$ cat config.mk
export PLATFORM = sky130hd
export DESIGN_NAME = jpcu_cell
export DESIGN_NICKNAME = d
export VERILOG_FILES = /design/src/hdl/jpcu_pkg.sv /design/src/hdl/jpcu_cell.sv
export SDC_FILE = /design/constraint.sdc
export NUM_CORES = 2
export LEC_CHECK = 0
export BUFFER_PORTS_ARGS = -buffer_cell sky130_fd_sc_hd__buf_2
export CAP_MARGIN = 20
export CORE_AREA = 4 4 413 415
export CTS_BUF_LIST = sky130_fd_sc_hd__clkbuf_8
export DETAILED_ROUTE_END_ITERATION = 8
export DIE_AREA = 0 0 417 419
export GPL_TIMING_DRIVEN = 0
export PLACE_DENSITY = 0.61
export SYNTH_ARGS = -nofsm -noshare
export SYNTH_HDL_FRONTEND = slang
export SYNTH_SLANG_ARGS = --single-unit
$ cat constraint.sdc
create_clock -name clk -period 12.8 [get_ports clk]
set_input_delay 1.92 -clock clk [delete_from_list [all_inputs] [get_ports clk]]
set_output_delay 1.92 -clock clk [all_outputs]
set_load 0.05 [all_outputs]
$ cat src/hdl/jpcu_pkg.sv
// ----------------------------------------------------------------------------
// jpcu_pkg
// Types, register codes and the per-cell operation of the junction update row.
// ----------------------------------------------------------------------------
package jpcu_pkg;

	// register file
	localparam int NUM_REGS = 6;
	localparam int CFG_IDX_W = 3;
	localparam int CFG_DATA_W = 32;

	localparam logic [CFG_IDX_W-1:0] REG_GAIN_X = 3'd0;
	localparam logic [CFG_IDX_W-1:0] REG_GAIN_Y = 3'd1;
	localparam logic [CFG_IDX_W-1:0] REG_GAIN_Z = 3'd2;
	localparam logic [CFG_IDX_W-1:0] REG_AREA_X = 3'd3;
	localparam logic [CFG_IDX_W-1:0] REG_AREA_Y = 3'd4;
	localparam logic [CFG_IDX_W-1:0] REG_AREA_Z = 3'd5;

	localparam logic [31:0] GAIN_RESET = 32'd0;
	localparam logic [31:0] AREA_RESET = 32'd65536;

	// edge direction codes
	localparam logic [1:0] DIR_X = 2'd0;
	localparam logic [1:0] DIR_Y = 2'd1;
	localparam logic [1:0] DIR_Z = 2'd2;
	localparam logic [1:0] DIR_NONE = 2'd3;

	// cell operation codes, one per position in the row
	localparam int NUM_CELLS = 12;
	localparam logic [3:0] STG_STEP = 4'd0;   // field * gain
	localparam logic [3:0] STG_PHASE = 4'd1;  // phase advance, wraps
	localparam logic [3:0] STG_FOLD = 4'd2;   // fold to quarter turn, Q16 angle
	localparam logic [3:0] STG_SQ = 4'd3;     // u^2
	localparam logic [3:0] STG_INNER = 4'd4;  // 4640 * t2
	localparam logic [3:0] STG_MID = 4'd5;    // t2 * (42048 - inner)
	localparam logic [3:0] STG_POLY = 4'd6;   // u * (102944 - mid)
	localparam logic [3:0] STG_SINE = 4'd7;   // Q0.15 magnitude, clamped
	localparam logic [3:0] STG_M1 = 4'd8;     // crit_current * sine
	localparam logic [3:0] STG_M2 = 4'd9;     // times inverse area
	localparam logic [3:0] STG_SAT = 4'd10;   // sign and saturate
	localparam logic [3:0] STG_CUR = 4'd11;   // total current, pass-through

	typedef struct packed {
		logic [2:0][31:0] gain;
		logic [2:0][31:0] inv_area;
	} cfg_t;

	// word handed from cell to cell
	typedef struct packed {
		logic [1:0]  dir;
		logic        act;
		logic [31:0] ic;
		logic [31:0] fld;
		logic [31:0] ph;
		logic [31:0] js_old;
		logic [31:0] cur_old;
		logic [31:0] dph;
		logic        neg;
		logic [16:0] u;
		logic [16:0] t2;
		logic [12:0] inner;
		logic [15:0] mid;
		logic [16:0] y;
		logic [14:0] s;
		logic [32:0] m1;
		logic [49:0] m2;
		logic [31:0] js_new;
		logic [31:0] cur_new;
	} word_t;

	function automatic word_t cell_op(input logic [3:0] stage, input cfg_t cfg,
			input word_t w);
		word_t r;
		logic signed [31:0] gain;
		logic signed [63:0] prod;
		logic [31:0] h;
		logic [31:0] t;
		logic [31:0] tr;
		logic [33:0] sq;
		logic [29:0] p_in;
		logic [32:0] p_mid;
		logic [16:0] k_poly;
		logic [33:0] p_poly;
		logic [17:0] ys;
		logic [46:0] p_m1;
		logic [47:0] p_m1r;
		logic [31:0] ia;
		logic [64:0] p_m2;
		logic [65:0] p_m2r;
		logic [49:0] mag;
		logic signed [33:0] sum;
		r = w;
		case (stage)
			STG_STEP: begin
				r.act = (w.ic != 32'd0) && (w.dir != DIR_NONE);
				gain = (w.dir == DIR_NONE) ? 32'sd0 : $signed(cfg.gain[w.dir]);
				prod = $signed(w.fld) * gain;
				r.dph = prod[63:32];
			end
			STG_PHASE: begin
				if (w.act) begin
					r.ph = w.ph + w.dph;
				end
			end
			STG_FOLD: begin
				r.neg = w.ph[31];
				h = {1'b0, w.ph[30:0]};
				t = (h < 32'h4000_0000) ? h : (32'h8000_0000 - h);
				tr = t + 32'h0000_2000;
				r.u = tr[30:14];
			end
			STG_SQ: begin
				sq = 34'(w.u) * 34'(w.u);
				r.t2 = sq[32:16];
			end
			STG_INNER: begin
				p_in = 30'(w.t2) * 30'd4640;
				r.inner = p_in[28:16];
			end
			STG_MID: begin
				p_mid = 33'(w.t2) * 33'(16'd42048 - 16'(w.inner));
				r.mid = p_mid[31:16];
			end
			STG_POLY: begin
				k_poly = 17'd102944 - 17'(w.mid);
				p_poly = 34'(w.u) * 34'(k_poly);
				r.y = p_poly[32:16];
			end
			STG_SINE: begin
				ys = (18'(w.y) + 18'd1) >> 1;
				r.s = (ys > 18'd32767) ? 15'h7FFF : ys[14:0];
			end
			STG_M1: begin
				p_m1 = 47'(w.ic) * 47'(w.s);
				p_m1r = 48'(p_m1) + 48'h4000;
				r.m1 = p_m1r[47:15];
			end
			STG_M2: begin
				ia = (w.dir == DIR_NONE) ? 32'd0 : cfg.inv_area[w.dir];
				p_m2 = 65'(w.m1) * 65'(ia);
				p_m2r = 66'(p_m2) + 66'h8000;
				r.m2 = p_m2r[65:16];
			end
			STG_SAT: begin
				// negative side reaches one step further than positive
				if (w.neg) begin
					mag = (w.m2 > 50'h8000_0000) ? 50'h8000_0000 : w.m2;
					r.js_new = 32'(-mag);
				end else begin
					mag = (w.m2 > 50'h7FFF_FFFF) ? 50'h7FFF_FFFF : w.m2;
					r.js_new = mag[31:0];
				end
			end
			STG_CUR: begin
				sum = 34'($signed(w.cur_old)) + 34'($signed(w.js_new))
					- 34'($signed(w.js_old));
				if (sum > 34'sh0_7FFF_FFFF) begin
					r.cur_new = 32'h7FFF_FFFF;
				end else if (sum < -34'sh0_8000_0000) begin
					r.cur_new = 32'h8000_0000;
				end else begin
					r.cur_new = sum[31:0];
				end
				// no junction: everything passes through
				if (!w.act) begin
					r.js_new = w.js_old;
					r.cur_new = w.cur_old;
				end
			end
			default: begin
			end
		endcase
		return r;
	endfunction

endpackage

$ cat src/hdl/jpcu_cell.sv
// ----------------------------------------------------------------------------
// jpcu_cell
// One slot of the update row: applies its step and holds the word for its
// right-hand neighbor, with elastic valid/ready toward both sides.
// ----------------------------------------------------------------------------
module jpcu_cell #(
	parameter logic [3:0] STAGE = jpcu_pkg::STG_STEP
) (
	input  logic            clk,
	input  logic            arst_n,
	input  jpcu_pkg::cfg_t  cfg,
	input  logic            up_valid,
	output logic            up_ready,
	input  jpcu_pkg::word_t up_word,
	output logic            dn_valid,
	input  logic            dn_ready,
	output jpcu_pkg::word_t dn_word
);

	logic            valid_q;
	jpcu_pkg::word_t word_q;

	// slot takes a word when empty or when its neighbor takes the current one
	assign up_ready = !valid_q || dn_ready;

	always_ff @(posedge clk or negedge arst_n) begin
		if (!arst_n) begin
			valid_q <= 1'b0;
		end else if (up_ready) begin
			valid_q <= up_valid;
		end
	end

	always_ff @(posedge clk) begin
		if (up_ready && up_valid) begin
			word_q <= jpcu_pkg::cell_op(STAGE, cfg, up_word);
		end
	end

	assign dn_valid = valid_q;
	assign dn_word = word_q;

endmodule

==> results.yml <==
detailed_routing:
  dr_total_vias: 37977
  wirelength_um: 263000
  drtAntennaViolNets: 0
  first_pass_iters: 6
  routedWlPerCell_um: 34.0
  drt-vias-per-instance: 4.92
  detail_route.iter0.violations: 3781
  drcViolationCount: 0
floorplan:
  die_w_um: 417
  start_util_pct: 29.7
  design.die.area_sq_um: 175000
  io_pins: 1074
  rows: 150
  floorplan.core_area_sq_um: 167000
  die_h_um: 419
place:
  routabilityCongestion: 1.04
  placement.cell_area_sq_um: 57400
  placedCellCount: 7515
  dpl.hpwl_um: 229000
  port-buffer-count: 944
logic_synthesis:
  yosys.area.top_type: "sky130_fd_sc_hd__fa_1"
  synthArstFlopShare_pct: 0.228
  mappedNetlistArea_sq_um: 49500
  synth_edf_count: 438
  ys_top_cells_by_area: "sky130_fd_sc_hd__fa_1 44%, sky130_fd_sc_hd__edfxtp_1 27%, sky130_fd_sc_hd__inv_1 7.3%"
  synth.yosys.seq_area_share_pct: 26.6
  post-synth-top-area-fraction_pct: 43.8
  synth.ff_latch_count: 439
  dominantRegCellSynth: "sky130_fd_sc_hd__edfxtp_1"
  netlist_instances: 4336
  synth_warnings: 0
  synth.lib_cells_used.distinct: 68
  mappedNetlistNets: 6231
  syn_area_per_cell_sq_um: 11.4
timing:
  hold_viol: 0
  achievable-frequency_ghz: 0.0816
  period_needed_ns: 12.26
  slew_headroom_pct: 16.6
  post-route-period-util_pct: 95.8
  report.final.slew_viol_count: 0
  final.setup.tns_ns: 0
  tightestPinTransition_ns: 1.24
  clock-skew-final_ns: 0.0395
  rsz0062_at_grt: "no"
  setup_viol_count_final: 0
final_layout:
  final_nets: 7295
  seqCellArea_sq_um: 13200
  post_route_utilization_pct: 35.5
  non_filler_cell_area_final_sq_um: 59200
  stdcell_count: 7725
  leading_cell_type_in_the_layout_fill_and_taps_excluded: "sky130_fd_sc_hd__fa_1"
  multi_input_comb_area_sq_um: 31900
  drive_gt1_share_pct: 20.8
  syn_to_final_growth_pct: 19.7
  fillers: 16863
  final_cell_mix: "1079 x sky130_fd_sc_hd__fa_1, 983 x sky130_fd_sc_hd__inv_1, 948 x sky130_fd_sc_hd__buf_2"
worst_setup_path:
  cp-start-kind: "input port"
  timing.critical_path.buf_inv: 7
  regToRegEndpoint: "dn_word[259]"
  r2r_setup_slack_ns: 9.88
  critical_path_peak_fanout: 10
  critPathMaxStageDelay_ns: 0.97
  worst_reg2reg_path_length_in_cells: 6
  timing.critical_path.slowest_stage_cell: "sky130_fd_sc_hd__clkbuf_1"
  timing.critical_path.required_ns: 13.41
  timing.setup.critical_path_class: "in2reg"
  crit_path_frequent_cell: "sky130_fd_sc_hd__fa_1"
  cp_data_arrival_time_ns: 12.87
  worst_r2r_startpoint: "dn_valid"
  critical-path-top-delay-family: "adder cells"
  endpoint_kind: "register"
worst_hold_path:
  start_point_of_the_worst_min_delay_path: "dn_valid"
  hp-class: "reg2reg"
  timing.hold.worst_endpoint: "dn_valid"
  timing.hold.worst_path_depth: 2
cts:
  cts-root-buf: "sky130_fd_sc_hd__clkbuf_8"
  clkSinkCount: 439
  clkTransAtPathRegs_ns: 0.06
  post_cts_hold_buffer_count: 0
  clock_tree_from_tritoncts: "done"
  worst_skew_pair.late_latency_ns: 0.81
  tritoncts.num_buffers: 84
  h-tree-depth: 3
  max-clock-path-buffers: 3
outcome:
  run_status: "finished, final reports clean"
global_route:
  number_of_antenna_violations_at_the_first_check_in_global_routing: 145
  grt.overflow.total: 0
  grt_pass1_vias: 39310
  grt_use_total_pct: 29.9
  largest_net_degree_at_the_start_of_global_routing: 70
  grt_pass1_wl_um: 346000
run:
  maxCapViolations: 0
-- Yosys cell counts, types with 2 or more instances --
cell type / number
sky130_fd_sc_hd__buf_1: 4
sky130_fd_sc_hd__nor2_1: 47
sky130_fd_sc_hd__o41ai_1: 2
sky130_fd_sc_hd__o21bai_1: 3
sky130_fd_sc_hd__a221oi_2: 3
sky130_fd_sc_hd__or2_2: 9
sky130_fd_sc_hd__nand2b_1: 3
sky130_fd_sc_hd__a21o_1: 16
sky130_fd_sc_hd__mux2i_1: 34
sky130_fd_sc_hd__nand2_1: 550
sky130_fd_sc_hd__buf_6: 3
sky130_fd_sc_hd__buf_4: 3
sky130_fd_sc_hd__and3_1: 8
sky130_fd_sc_hd__a21oi_1: 56
sky130_fd_sc_hd__nor4_1: 11
sky130_fd_sc_hd__nand4b_1: 2
sky130_fd_sc_hd__a31oi_1: 6
sky130_fd_sc_hd__a211oi_1: 4
sky130_fd_sc_hd__nor3b_1: 2
sky130_fd_sc_hd__ha_1: 180
sky130_fd_sc_hd__o21ai_0: 51
sky130_fd_sc_hd__nand4_1: 15
sky130_fd_sc_hd__inv_1: 960
sky130_fd_sc_hd__edfxtp_1: 438
sky130_fd_sc_hd__buf_2: 4
sky130_fd_sc_hd__and2_1: 512
sky130_fd_sc_hd__xnor2_1: 34
sky130_fd_sc_hd__o211ai_1: 4
sky130_fd_sc_hd__fa_1: 1081
sky130_fd_sc_hd__a2111oi_0: 2
sky130_fd_sc_hd__a2111oi_2: 3
sky130_fd_sc_hd__nand3_1: 16
sky130_fd_sc_hd__o21ai_1: 12
sky130_fd_sc_hd__clkbuf_1: 197
sky130_fd_sc_hd__or4_1: 2
sky130_fd_sc_hd__xor2_1: 13
sky130_fd_sc_hd__nor2b_1: 4
sky130_fd_sc_hd__nor3_1: 11
sky130_fd_sc_hd__and4_1: 2
-- per-stage QoR --
stage          hold slack (ns)  setup slack (ns)
2_1_floorplan             1.17              2.31
3_3_place_gp             0.518             -1.34
3_5_place_dp             0.536            -0.720
4_1_cts                  0.552             0.107
5_1_grt                  0.572            0.0910
6_report                 0.553             0.543
-- worst max path at each step --
stage | start | to | slack, ns | cells past startpoint
3_5_place_dp | up_word[436] | dn_word[274] | -0.72 | 31
3_3_place_gp | up_word[437] | dn_word[274] | -1.34 | 31
4_1_cts | up_word[436] | dn_word[274] | 0.11 | 31
6_report | up_word[436] | dn_word[257] | 0.54 | 27
5_1_grt | up_word[437] | dn_word[274] | 0.09 | 27
2_1_floorplan | up_word[436] | dn_word[269] | 2.31 | 29
-- layer usage --
metal	track usage, %	vias up	share of wire, %
met4	19.1	22	8.0
met1	34.8	19852	36
met5	0	-	0.058
met3	7.94	643	8.6
met2	49.0	2291	47
li1	-	15169	-
-- area by class of cell --
type / instances / share of cell area [%]
Antenna cell: 63 / 0.266
Buffer: 209 / 1.40
Multi-Input combinational cell: 2726 / 53.8
Tap cell: 2204 / 4.66
Sequential cell: 439 / 22.3
Timing Repair Buffer: 980 / 8.82
Clock inverter: 58 / 0.731
Inverter: 960 / 6.09
Clock buffer: 86 / 2.00
-- logic make-up after synthesis --
| logic type | Yosys count | synth area share, % |
|---|---|---|
| compound gates | 181 | 2.33 |
| fa+ha+maj | 1261 | 48.3 |
| buf+inv | 1171 | 8.97 |
| mux | 34 | 0.688 |
| xor+xnor | 47 | 0.832 |
| simple gates | 1203 | 12.2 |
| flops | 439 | 26.6 |
-- flip-flops by register name (all words and copies together), names as in the netlist --
signal / flops
dn_valid: 1
dn_word: 438
-- worst register-to-register path: stages, from the launching register on --
cell                       delay, ns
sky130_fd_sc_hd__dfrtp_1        0.38
sky130_fd_sc_hd__nand2b_1       0.12
sky130_fd_sc_hd__and2_4         0.45
sky130_fd_sc_hd__buf_16         0.33
sky130_fd_sc_hd__buf_16         0.35
sky130_fd_sc_hd__buf_16         0.45
sky130_fd_sc_hd__buf_16         0.40
-- what timing repair did --
item | in CTS | in global routing
endpoints found under the setup margin | 0 | 4
setup buffers | 0 | 0
endpoints found under the hold margin | 0 | 0
gates resized for setup | 0 | 10
Power is left out: the tool's default activity adds up to more than one toggle a clock period on the data nets, which glitch-free logic cannot reach.
