[config.mk]
export PLATFORM = sky130hd
export DESIGN_NAME = jpcu_regs
export DESIGN_NICKNAME = d
export VERILOG_FILES = /design/src/hdl/jpcu_pkg.sv /design/src/hdl/jpcu_regs.sv
export SDC_FILE = /design/constraint.sdc
export NUM_CORES = 1
export LEC_CHECK = 0
export ABC_AREA = 1
export BUFFER_PORTS_ARGS = -buffer_cell sky130_fd_sc_hd__buf_2
export CELL_PAD_IN_SITES_DETAIL_PLACEMENT = 1
export CELL_PAD_IN_SITES_GLOBAL_PLACEMENT = 2
export CORE_MARGIN = 3
export CORE_UTILIZATION = 32
export CTS_CLUSTER_SIZE = 20
export DETAILED_ROUTE_END_ITERATION = 8
export PLACE_DENSITY = 0.92
export SETUP_SLACK_MARGIN = 0.2
export SYNTH_ARGS = -nofsm -noshare
export SYNTH_HDL_FRONTEND = slang
export SYNTH_SLANG_ARGS = --single-unit
[constraint.sdc]
create_clock -name clk -period 1.2 [get_ports clk]
set_input_delay 0.06 -clock clk [delete_from_list [all_inputs] [get_ports clk]]
set_output_delay 0.06 -clock clk [all_outputs]
set_load 0.02 [all_outputs]
[src/hdl/jpcu_pkg.sv]
// ----------------------------------------------------------------------------
// jpcu_pkg
// Types, register codes and the per-cell operation of the junction update row.
// ----------------------------------------------------------------------------
package jpcu_pkg;

	// register file
	localparam int NUM_REGS = 6;
	localparam int CFG_IDX_W = 3;
	localparam int CFG_DATA_W = 32;

	localparam logic [CFG_IDX_W-1:0] REG_GAIN_X = 3'd0;
	localparam logic [CFG_IDX_W-1:0] REG_GAIN_Y = 3'd1;
	localparam logic [CFG_IDX_W-1:0] REG_GAIN_Z = 3'd2;
	localparam logic [CFG_IDX_W-1:0] REG_AREA_X = 3'd3;
	localparam logic [CFG_IDX_W-1:0] REG_AREA_Y = 3'd4;
	localparam logic [CFG_IDX_W-1:0] REG_AREA_Z = 3'd5;

	localparam logic [31:0] GAIN_RESET = 32'd0;
	localparam logic [31:0] AREA_RESET = 32'd65536;

	// edge direction codes
	localparam logic [1:0] DIR_X = 2'd0;
	localparam logic [1:0] DIR_Y = 2'd1;
	localparam logic [1:0] DIR_Z = 2'd2;
	localparam logic [1:0] DIR_NONE = 2'd3;

	// cell operation codes, one per position in the row
	localparam int NUM_CELLS = 12;
	localparam logic [3:0] STG_STEP = 4'd0;   // field * gain
	localparam logic [3:0] STG_PHASE = 4'd1;  // phase advance, wraps
	localparam logic [3:0] STG_FOLD = 4'd2;   // fold to quarter turn, Q16 angle
	localparam logic [3:0] STG_SQ = 4'd3;     // u^2
	localparam logic [3:0] STG_INNER = 4'd4;  // 4640 * t2
	localparam logic [3:0] STG_MID = 4'd5;    // t2 * (42048 - inner)
	localparam logic [3:0] STG_POLY = 4'd6;   // u * (102944 - mid)
	localparam logic [3:0] STG_SINE = 4'd7;   // Q0.15 magnitude, clamped
	localparam logic [3:0] STG_M1 = 4'd8;     // crit_current * sine
	localparam logic [3:0] STG_M2 = 4'd9;     // times inverse area
	localparam logic [3:0] STG_SAT = 4'd10;   // sign and saturate
	localparam logic [3:0] STG_CUR = 4'd11;   // total current, pass-through

	typedef struct packed {
		logic [2:0][31:0] gain;
		logic [2:0][31:0] inv_area;
	} cfg_t;

	// word handed from cell to cell
	typedef struct packed {
		logic [1:0]  dir;
		logic        act;
		logic [31:0] ic;
		logic [31:0] fld;
		logic [31:0] ph;
		logic [31:0] js_old;
		logic [31:0] cur_old;
		logic [31:0] dph;
		logic        neg;
		logic [16:0] u;
		logic [16:0] t2;
		logic [12:0] inner;
		logic [15:0] mid;
		logic [16:0] y;
		logic [14:0] s;
		logic [32:0] m1;
		logic [49:0] m2;
		logic [31:0] js_new;
		logic [31:0] cur_new;
	} word_t;

	function automatic word_t cell_op(input logic [3:0] stage, input cfg_t cfg,
			input word_t w);
		word_t r;
		logic signed [31:0] gain;
		logic signed [63:0] prod;
		logic [31:0] h;
		logic [31:0] t;
		logic [31:0] tr;
		logic [33:0] sq;
		logic [29:0] p_in;
		logic [32:0] p_mid;
		logic [16:0] k_poly;
		logic [33:0] p_poly;
		logic [17:0] ys;
		logic [46:0] p_m1;
		logic [47:0] p_m1r;
		logic [31:0] ia;
		logic [64:0] p_m2;
		logic [65:0] p_m2r;
		logic [49:0] mag;
		logic signed [33:0] sum;
		r = w;
		case (stage)
			STG_STEP: begin
				r.act = (w.ic != 32'd0) && (w.dir != DIR_NONE);
				gain = (w.dir == DIR_NONE) ? 32'sd0 : $signed(cfg.gain[w.dir]);
				prod = $signed(w.fld) * gain;
				r.dph = prod[63:32];
			end
			STG_PHASE: begin
				if (w.act) begin
					r.ph = w.ph + w.dph;
				end
			end
			STG_FOLD: begin
				r.neg = w.ph[31];
				h = {1'b0, w.ph[30:0]};
				t = (h < 32'h4000_0000) ? h : (32'h8000_0000 - h);
				tr = t + 32'h0000_2000;
				r.u = tr[30:14];
			end
			STG_SQ: begin
				sq = 34'(w.u) * 34'(w.u);
				r.t2 = sq[32:16];
			end
			STG_INNER: begin
				p_in = 30'(w.t2) * 30'd4640;
				r.inner = p_in[28:16];
			end
			STG_MID: begin
				p_mid = 33'(w.t2) * 33'(16'd42048 - 16'(w.inner));
				r.mid = p_mid[31:16];
			end
			STG_POLY: begin
				k_poly = 17'd102944 - 17'(w.mid);
				p_poly = 34'(w.u) * 34'(k_poly);
				r.y = p_poly[32:16];
			end
			STG_SINE: begin
				ys = (18'(w.y) + 18'd1) >> 1;
				r.s = (ys > 18'd32767) ? 15'h7FFF : ys[14:0];
			end
			STG_M1: begin
				p_m1 = 47'(w.ic) * 47'(w.s);
				p_m1r = 48'(p_m1) + 48'h4000;
				r.m1 = p_m1r[47:15];
			end
			STG_M2: begin
				ia = (w.dir == DIR_NONE) ? 32'd0 : cfg.inv_area[w.dir];
				p_m2 = 65'(w.m1) * 65'(ia);
				p_m2r = 66'(p_m2) + 66'h8000;
				r.m2 = p_m2r[65:16];
			end
			STG_SAT: begin
				// negative side reaches one step further than positive
				if (w.neg) begin
					mag = (w.m2 > 50'h8000_0000) ? 50'h8000_0000 : w.m2;
					r.js_new = 32'(-mag);
				end else begin
					mag = (w.m2 > 50'h7FFF_FFFF) ? 50'h7FFF_FFFF : w.m2;
					r.js_new = mag[31:0];
				end
			end
			STG_CUR: begin
				sum = 34'($signed(w.cur_old)) + 34'($signed(w.js_new))
					- 34'($signed(w.js_old));
				if (sum > 34'sh0_7FFF_FFFF) begin
					r.cur_new = 32'h7FFF_FFFF;
				end else if (sum < -34'sh0_8000_0000) begin
					r.cur_new = 32'h8000_0000;
				end else begin
					r.cur_new = sum[31:0];
				end
				// no junction: everything passes through
				if (!w.act) begin
					r.js_new = w.js_old;
					r.cur_new = w.cur_old;
				end
			end
			default: begin
			end
		endcase
		return r;
	endfunction

endpackage

[src/hdl/jpcu_regs.sv]
// ----------------------------------------------------------------------------
// jpcu_regs
// Per-direction phase gains and inverse areas, written through a plain port.
// ----------------------------------------------------------------------------
module jpcu_regs (
	input  logic                            clk,
	input  logic                            arst_n,
	input  logic                            cfg_we,
	input  logic [jpcu_pkg::CFG_IDX_W-1:0]  cfg_index,
	input  logic [jpcu_pkg::CFG_DATA_W-1:0] cfg_data,
	output jpcu_pkg::cfg_t                  cfg
);

	jpcu_pkg::cfg_t cfg_q;

	// register writes; unknown indexes are dropped
	always_ff @(posedge clk or negedge arst_n) begin
		if (!arst_n) begin
			cfg_q.gain <= {3{jpcu_pkg::GAIN_RESET}};
			cfg_q.inv_area <= {3{jpcu_pkg::AREA_RESET}};
		end else if (cfg_we) begin
			case (cfg_index)
				jpcu_pkg::REG_GAIN_X: cfg_q.gain[0] <= cfg_data;
				jpcu_pkg::REG_GAIN_Y: cfg_q.gain[1] <= cfg_data;
				jpcu_pkg::REG_GAIN_Z: cfg_q.gain[2] <= cfg_data;
				jpcu_pkg::REG_AREA_X: cfg_q.inv_area[0] <= cfg_data;
				jpcu_pkg::REG_AREA_Y: cfg_q.inv_area[1] <= cfg_data;
				jpcu_pkg::REG_AREA_Z: cfg_q.inv_area[2] <= cfg_data;
				default: begin
				end
			endcase
		end
	end

	assign cfg = cfg_q;

endmodule

==> results.tsv, run 1 <==
metric	value	unit
core-area	22800	um^2
synth_area	7440	um^2
largest_reg_flops	192	
crit_buf_inv	1	
synth_edf_count	0	
finalClockSkew	0	ns
h-tree-depth	4	
cp.arrival	1.11	ns
cp-start-kind	register	
grt_max_degree	67	
die_area	25100	um^2
worstPathCellList	buf_6	
area_growth	61.9	%
post-route-min-period	1.17	ns
grt_overflow_total	0	
cap_viol_max_count	0	
ant_nets	0	
path_class	reg2out	
holdWs	0.0714	ns
antenna_found_initial	1	
synth_common_cells	nand2_1, dfrtp_1, nand3_1	
initial_core_util	0.327	
hold_class	in2reg	
vias_per_cell	4.83	
root_buffer	clkbuf_16	
setup_violations	0	
dpl_cell_area	9200	um^2
cp_max_fo	2	
ys_ff_latch	192	
port_buffers	229	
num_vias	7402	
syn_inst	840	
reg2reg_slack	0.27	ns
nNetsFinal	1242	
grt_setup_unrepaired	true	
die_h	159	um
tightestPinTransition	0.348	ns
avgRoutedWirePerCell	20.2	um
grt_pass1_vias	7824	
fin_total_pwr	21.7	mW
multiInputGateArea	2430	um^2
drt_wl_total	31000	um
cellPowerDensity	1800	nW/um^2
worstPathRequired	1.14	ns
drt_pre_antenna_iters	7	
ir_worst_vdd	0.821	mV
place_ws	0.111	ns
cts_made_buffers	17	
num_rows	55	
fin_area	12000	um^2
post-route-period-util	0.971	
status	completed	
fp.dieW	159	um
gp_congestion	0.821	
drive_gt1_frac	0.334	
yosysMostFrequentCell	nand2_1	
yosysSeqAreaShare	0.646	
p_leak	6.50	nW
finish.utilization	0.529	
slew_violations	0	
ios	230	
grt_pass1_wl	45600	um
netlist_top_cells_area	dfrtp_1, nand2_1, nand3_1, buf_2, clkbuf_1	
clkSinkCount	192	
syn_avg_cell_area	8.86	um^2
synth-async-reset-ratio	1.00	
cts_tree	done	
synth_top_area_share	0.636	
fillCellCount	2565	
fmax	0.858	GHz
clk_pin_slew	0.08	ns
synth-main-ff-cell	dfrtp_1	
cpPeakStageDelay	0.55	ns
max_slew_margin	0.768	
synth_cell_types	12	
drt_iter0_markers	297	
syn_nets	878	
worstSetupEndpointType	output pin	
clk_latency	0.44	ns
path_delay_family	flip-flops	
grt_usage	0.238	
setup_slack	0.0343	ns
ys.warnings.count	0	
cts.path.max_buffers	2	
cp_slowest_cell	dfstp_2	
hpwl	18500	um
hold_violations	0	
yosysTopAreaCell	dfrtp_1	
drc	0	
regArea	4810	um^2
## worst paths after layout
path	startpoint	end	cells past startpoint
setup / recovery	cfg[16]	cfg[16]	1
hold / removal	cfg_index[1]	cfg[106]	4
setup reg to reg	cfg[45]	cfg[45]	4
hold reg to reg	cfg[80]	cfg[80]	2
max in group asynchronous	arst_n	cfg[86]	3
min in group asynchronous	arst_n	cfg[40]	2
## cells by family after synthesis
logic type,after synthesis,share of synthesized area
buffers and inverters,56,0.0324
DFF,192,0.646
and+or+nand+nor,592,0.321
## worst register-to-register path: stages, from the launching register on
cell	delay (ns)
dfrtp_1	0.40
buf_4	0.13
buf_4	0.12
nand2_1	0.09
nand2_1	0.07
## report_power, final
group          internal (mW)  leakage [nW]  switching (mW)
Combinational           3.68          3.83            3.70
Sequential              7.70          2.41            1.05
Clock                   2.78         0.260            2.74
Total                   14.2          6.50            7.49
## cell type report
class,instances,area share
Timing Repair Buffer,395,0.318
Clock inverter,14,0.0101
Tap cell,313,0.0325
Inverter,6,0.00187
Sequential cell,192,0.399
Antenna cell,1,0.000208
Clock buffer,18,0.0365
Multi-Input combinational cell,592,0.201
## repair_timing
item / 4_1_cts / 5_1_grt
pin swaps: 0 / 0
resized for setup: 384 / 0
hold buffers: 33 / 0
endpoints found under the setup margin: 192 / 192
endpoints found under the hold margin: 381 / 0
buffers inserted: 50 / 51
## cell usage in the layout (no fill, tap or decap)
| cell | netlist | final |
|---|---|---|
| buf_12 | 0 | 12 |
| buf_2 | 25 | 36 |
| buf_4 | 0 | 121 |
| buf_6 | 0 | 192 |
| clkbuf_16 | 0 | 17 |
| clkbuf_8 | 0 | 2 |
| clkinv_4 | 0 | 2 |
| clkinvlp_4 | 0 | 5 |
| dfrtp_1 | 189 | 189 |
| dfstp_2 | 3 | 3 |
| diode_2 | 0 | 1 |
| dlygate4sd3_1 | 0 | 33 |
| inv_1 | 2 | 2 |
| inv_2 | 4 | 4 |
| inv_6 | 0 | 5 |
| inv_8 | 0 | 2 |
| nand2_1 | 458 | 458 |
| nand3_1 | 128 | 128 |
| nor2_4 | 1 | 6 |
## metrics by stage
step,cells,setup TNS [ns]
final,1531,0
after global routing,1530,-0.00267
after CTS,1479,0
after detailed placement,1364,0
after global placement,1364,0
after floorplan,840,0
## routing by layer
layer	vias to the layer above	routed length, um	GRT usage
met5	-	13	0
met4	2	929	0.0868
met3	61	1590	0.0495
met2	249	15500	0.404
met1	3738	12900	0.301
li1	3352	-	-
(Power assumes the default switching activity.)
==> inputs of run 2 (changes only) <==
Settings changed: BUFFER_PORTS_ARGS -buffer_cell sky130_fd_sc_hd__buf_2 to -buffer_cell sky130_fd_sc_hd__buf_4.
==> results.tsv, run 2 (same netlist as run 1, synthesis figures left out) <==
metric	value	unit	change
path_delay_family	flip-flops		unchanged
cp-start-kind	register		unchanged
cp.arrival	1.11	ns	about the same
final_cell_mix	nand2_1, buf_6, dfrtp_1		unchanged
clkSinkCount	192		unchanged
hold_violations	0		unchanged
regArea	4810	um^2	unchanged
num_vias	7392		was 7402
hold_class	in2async		was in2reg
die_h	159	um	unchanged
cts_tree	done		unchanged
die_area	25100	um^2	unchanged
grt_pass1_vias	7652		was 7824
drt_pre_antenna_iters	4		was 7
ios	230		unchanged
tightestPinTransition	0.325	ns	was 0.348 ns
multiInputGateArea	2420	um^2	was 2430 um^2
path_class	reg2out		unchanged
grt_max_degree	67		unchanged
core-area	22800	um^2	unchanged
grt_usage	0.230		was 0.238
drive_gt1_frac	0.341		was 0.334
worstSetupEndpointType	output pin		unchanged
root_buffer	clkbuf_16		unchanged
cts.path.max_buffers	2		unchanged
status	completed		unchanged
cpPeakStageDelay	0.56	ns	was 0.55 ns
antenna_found_initial	0		was 1
finalClockSkew	0	ns	unchanged
area_growth	65.1	%	was 61.9%
place_ws	0.123	ns	was 0.111 ns
fin_total_pwr	22.4	mW	was 21.7 mW
nNetsFinal	1257		was 1242
grt_pass1_wl	44000	um	was 45600 um
cts_made_buffers	17		unchanged
post-route-min-period	1.17	ns	about the same
h-tree-depth	4		unchanged
grt_setup_unrepaired	true		unchanged
fmax	0.858	GHz	about the same
avgRoutedWirePerCell	19.9	um	was 20.2 um
cp_max_fo	2		unchanged
max_slew_margin	0.783		was 0.768
num_rows	55		unchanged
drt_iter0_markers	348		was 297
ir_worst_vdd	0.875	mV	was 0.821 mV
cellPowerDensity	1820	nW/um^2	was 1800 nW/um^2
slew_violations	0		unchanged
clk_latency	0.43	ns	was 0.44 ns
port_buffers	229		unchanged
vias_per_cell	4.78		was 4.83
hpwl	18600	um	was 18500 um
cap_viol_max_count	0		unchanged
fp.dieW	159	um	unchanged
drt_wl_total	30800	um	was 31000 um
ant_nets	0		unchanged
crit_buf_inv	1		unchanged
gp_congestion	0.783		was 0.821
dpl_cell_area	9760	um^2	was 9200 um^2
p_leak	6.64	nW	was 6.50 nW
setup_slack	0.0343	ns	about the same
initial_core_util	0.327		unchanged
layout_commonest_cell	nand2_1		unchanged
fin_area	12300	um^2	was 12000 um^2
post-route-period-util	0.971		about the same
fillCellCount	2520		was 2565
worstPathCellList	buf_6		unchanged
worstPathRequired	1.14	ns	about the same
grt_overflow_total	0		unchanged
drc	0		unchanged
cp_slowest_cell	dfstp_2		unchanged
clk_pin_slew	0.07	ns	was 0.08 ns
largest_reg_flops	192		unchanged
setup_violations	0		unchanged
run 2: cell count changes in the layout (fill, tap and decap cells not counted), sizes merged:
cell	delta
buf	+15
bufinv	+3
clkbuf	+3
inv	-4
clkinv	+1
clkinvlp	-3
diode	+2
run 2: metal layers:
metal | vias to the layer above | routed length (um) | track usage
met5 | - | 0 | 0
met4 | 0 | 810 | 0.0811
met3 | 49 | 1680 | 0.0546
met2 | 235 | 15400 | 0.380
met1 | 3722 | 12900 | 0.298
li1 | 3386 | - | -
run 2: what timing repair did:
item / CTS / global route
buffers inserted: 57 / 58
hold buffers: 33 / 0
gates resized for setup: 192 / 0
endpoints found under the setup margin: 192 / 192
hold endpoints to repair: 382 / 0
run 2: path summary, 6_finish.rpt:
check                                  start  endpoint  slack, ns  cells past startpoint
max in group asynchronous             arst_n   cfg[16]       0.47                      3
min in group clk                cfg_index[2]  cfg[129]       0.13                      5
worst min register to register       cfg[48]   cfg[48]       0.49                      2
worst max register to register      cfg[161]  cfg[161]       0.26                      4
worst max-delay path                 cfg[16]   cfg[16]       0.03                      1
worst min-delay path                  arst_n  cfg[106]       0.10                      2
run 2: final cells by class:
class	count	area share
clock buffer	21	0.0375
sequential	192	0.391
timing repair buffer	410	0.328
inverter	6	0.00183
clock inverter	11	0.0122
antenna	3	0.000611
multi-input combinational	592	0.197
tap	313	0.0319
run 2: metrics by stage:
step,hold slack (ns),std cells,TNS (ns),utilization
floorplan,-0.236,840,0,-
global placement,-0.00402,1365,0,0.428
detailed placement,-0.00662,1365,0,0.428
CTS,0.104,1487,0,0.520
global route,0.111,1545,-0.00747,0.539
finish,0.101,1548,0,0.539
run 2: where the power goes:
part / switching [mW] / total, mW / internal (mW)
clock network: 2.65 / 6.07 / 3.42
logic: 3.74 / 7.56 / 3.82
registers: 1.04 / 8.74 / 7.70
total: 7.44 / 22.4 / 14.9
==> inputs of run 3 (changes only) <==
Settings changed: ABC_AREA 1 to not set, BUFFER_PORTS_ARGS -buffer_cell sky130_fd_sc_hd__buf_4 to not set, CORE_UTILIZATION 32 to 46, DONT_BUFFER_PORTS set to 1, PLACE_DENSITY 0.92 to 0.9, SLEW_MARGIN set to 15.
==> results.tsv, run 3 <==
metric	value	unit	change
antenna_cells	0		was 3
fmax	0.924	GHz	was 0.858 GHz
die_area	17300	um^2	was 25100 um^2
initial_core_util	0.472		was 0.327
ios	230		unchanged
drt_iter0_markers	183		was 348
setup_violations	0		unchanged
port_buffers	0		was 229
p_leak	3.89	nW	was 6.64 nW
setup_slack	0.118	ns	was 0.0343 ns
cellPowerDensity	2170	nW/um^2	was 1820 nW/um^2
vias_per_cell	5.51		was 4.78
cts_made_buffers	17		unchanged
synth_area	7230	um^2	was 7440 um^2
synth-main-ff-cell	dfrtp_1		unchanged
violations	hold timing		
post-route-min-period	1.08	ns	was 1.17 ns
worstSetupEndpointType	output pin		unchanged
cp.depth	0		was 1
clkSinkCount	192		unchanged
grt_pass1_vias	4195		was 7652
final_cell_mix	dfrtp_1, mux2_2, mux2_4		was nand2_1, buf_6, dfrtp_1
syn_nets	450		was 878
yosysTopAreaCell	dfrtp_1		unchanged
tightestPinTransition	0.395	ns	was 0.325 ns
die_h	131	um	was 159 um
layout_commonest_cell	dfrtp_1		was nand2_1
path_class	reg2out		unchanged
fillCellCount	1351		was 2520
fp.dieW	131	um	was 159 um
num_vias	3712		was 7392
syn_inst	412		was 840
nNetsFinal	488		was 1257
grt_overflow_total	0		unchanged
dp_cells	610		was 1365
hold_class	in2async		unchanged
hpwl	11700	um	was 18600 um
post-route-period-util	0.902		was 0.971
area_growth	22.7	%	was 65.1%
drt_pre_antenna_iters	4		unchanged
slew_violations	0		unchanged
ant_nets	0		unchanged
clk_latency	0.41	ns	was 0.43 ns
netlist_top_cells_area	dfrtp_1, mux2_2, mux2_1, buf_6, dfstp_2		was dfrtp_1, nand2_1, nand3_1, buf_2, clkbuf_1
cts_tree	done		unchanged
syn_avg_cell_area	17.6	um^2	was 8.86 um^2
cp-start-kind	register		unchanged
avgRoutedWirePerCell	26.5	um	was 19.9 um
dpl_cell_area	7860	um^2	was 9760 um^2
core-area	15300	um^2	was 22800 um^2
fin_area	8880	um^2	was 12300 um^2
holdWs	-0.656	ns	was 0.101 ns
gp_congestion	0.732		was 0.783
cts_setup_buffers	0		was 57
clk_pin_slew	0.07	ns	about the same
num_rows	45		was 55
largest_reg_flops	192		unchanged
crit_path_start	cfg[48]		was cfg[16]
synth_top_area_share	0.654		was 0.636
worst_r2r_path_depth	1		was 4
status	finished with violations		was completed
postCtsHoldBufs	32		was 33
ir_worst_vdd	1.15	mV	was 0.875 mV
finalSetupTns	0	ns	unchanged
cts.path.max_buffers	2		unchanged
grt_usage	0.212		was 0.230
place_ws	-0.0104	ns	was 0.123 ns
finalClockSkew	0	ns	unchanged
antenna_found_initial	0		unchanged
grt_max_degree	193		was 67
grt_setup_unrepaired	true		unchanged
synth_cell_types	9		was 12
synth_common_cells	dfrtp_1, mux2_2, mux2_1		was nand2_1, dfrtp_1, nand3_1
max_slew_margin	0.736		was 0.783
swShare	0.315		was 0.332
p_clk_frac	0.316		was 0.271
worstPathRequired	1.14	ns	about the same
cp.arrival	1.02	ns	was 1.11 ns
fin_total_pwr	19.3	mW	was 22.4 mW
synth-async-reset-ratio	1.00		unchanged
power.share.combinational	0.110		was 0.338
ys.warnings.count	0		unchanged
r2r_start	cfg[39]		was cfg[161]
drt_wl_total	17900	um	was 30800 um
yosysMostFrequentCell	dfrtp_1		was nand2_1
power_frac_seq	0.574		was 0.391
grt_pass1_wl	27900	um	was 44000 um
switching_power	6.07	mW	was 7.44 mW
hold_violations	192		was 0
drc	0		unchanged
ys_ff_latch	192		unchanged
reg2reg_slack	0.29	ns	was 0.26 ns
internal_power	13.2	mW	was 14.9 mW
synth_edf_count	0		unchanged
drive_gt1_frac	0.600		was 0.341
cp_max_fo	2		unchanged
root_buffer	clkbuf_16		unchanged
final-instance-count-excl-fill	674		was 1548
yosysSeqAreaShare	0.665		was 0.646
h-tree-depth	4		unchanged
cap_viol_max_count	0		unchanged
## run 3: changes by cell type after synthesis, moves of 2 or more
cell / previous run / this run
nand3_1: 128 / 0
buf_6: 0 / 13
nand2_1: 458 / 0
buf_2: 25 / 9
nor4bb_1: 0 / 3
mux2_2: 0 / 173
inv_1: 2 / 0
nand4b_1: 0 / 2
nor2_1: 4 / 0
clkbuf_1: 24 / 0
mux2_1: 0 / 19
inv_2: 4 / 0
## run 3: cell families (layout without fill, tap and decap cells)
| logic type | after synthesis | in the layout | share of synthesized area |
|---|---|---|---|
| multiplexers | 192 | 192 | 0.299 |
| flip-flops | 192 | 192 | 0.665 |
| buffers and inverters | 22 | 73 | 0.0265 |
| AND/OR/NAND/NOR | 6 | 6 | 0.00986 |
## run 3: final timing paths
check,endpoint
max in group asynchronous,cfg[48]
min in group clk,cfg[151]
worst min register to register,cfg[65]
worst max register to register,cfg[39]
worst max-delay path,cfg[48]
worst min-delay path,cfg[86]
## run 3: timing repair
action,4_1_cts,5_1_grt
gates resized for setup,4,40
hold endpoints to repair,384,192
endpoints found under the setup margin,7,43
## run 3: power by group through the flow
stage | combinational, mW | clock [mW] | sequential (mW)
floorplan | 1.76 | 0 | 10.5
global placement | 1.82 | 0 | 11.0
detailed placement | 1.96 | 0 | 11.1
CTS | 2.16 | 6.25 | 11.0
global route | 2.29 | 6.59 | 11.2
finish | 2.13 | 6.09 | 11.1
## run 3: final cells by class
cell class,count,area [um^2],area share
Timing Repair Buffer,41,475,0.0536
Multi-Input combinational cell,198,2630,0.296
Tap cell,211,264,0.0297
Sequential cell,192,4860,0.548
Clock buffer,21,470,0.0530
Clock inverter,11,175,0.0197
## run 3: metal layers
metal,share of wire,GRT usage
met1,0.39,0.254
met5,0,0
met2,0.51,0.352
met4,0.023,0.0828
met3,0.077,0.0731
## run 3: stage by stage
stage | utilization | hold WS [ns]
CTS | 0.576 | -0.682
finish | 0.580 | -0.656
global route | 0.580 | -0.696
global placement | 0.513 | -0.231
floorplan | - | -0.236
detailed placement | 0.513 | -0.231
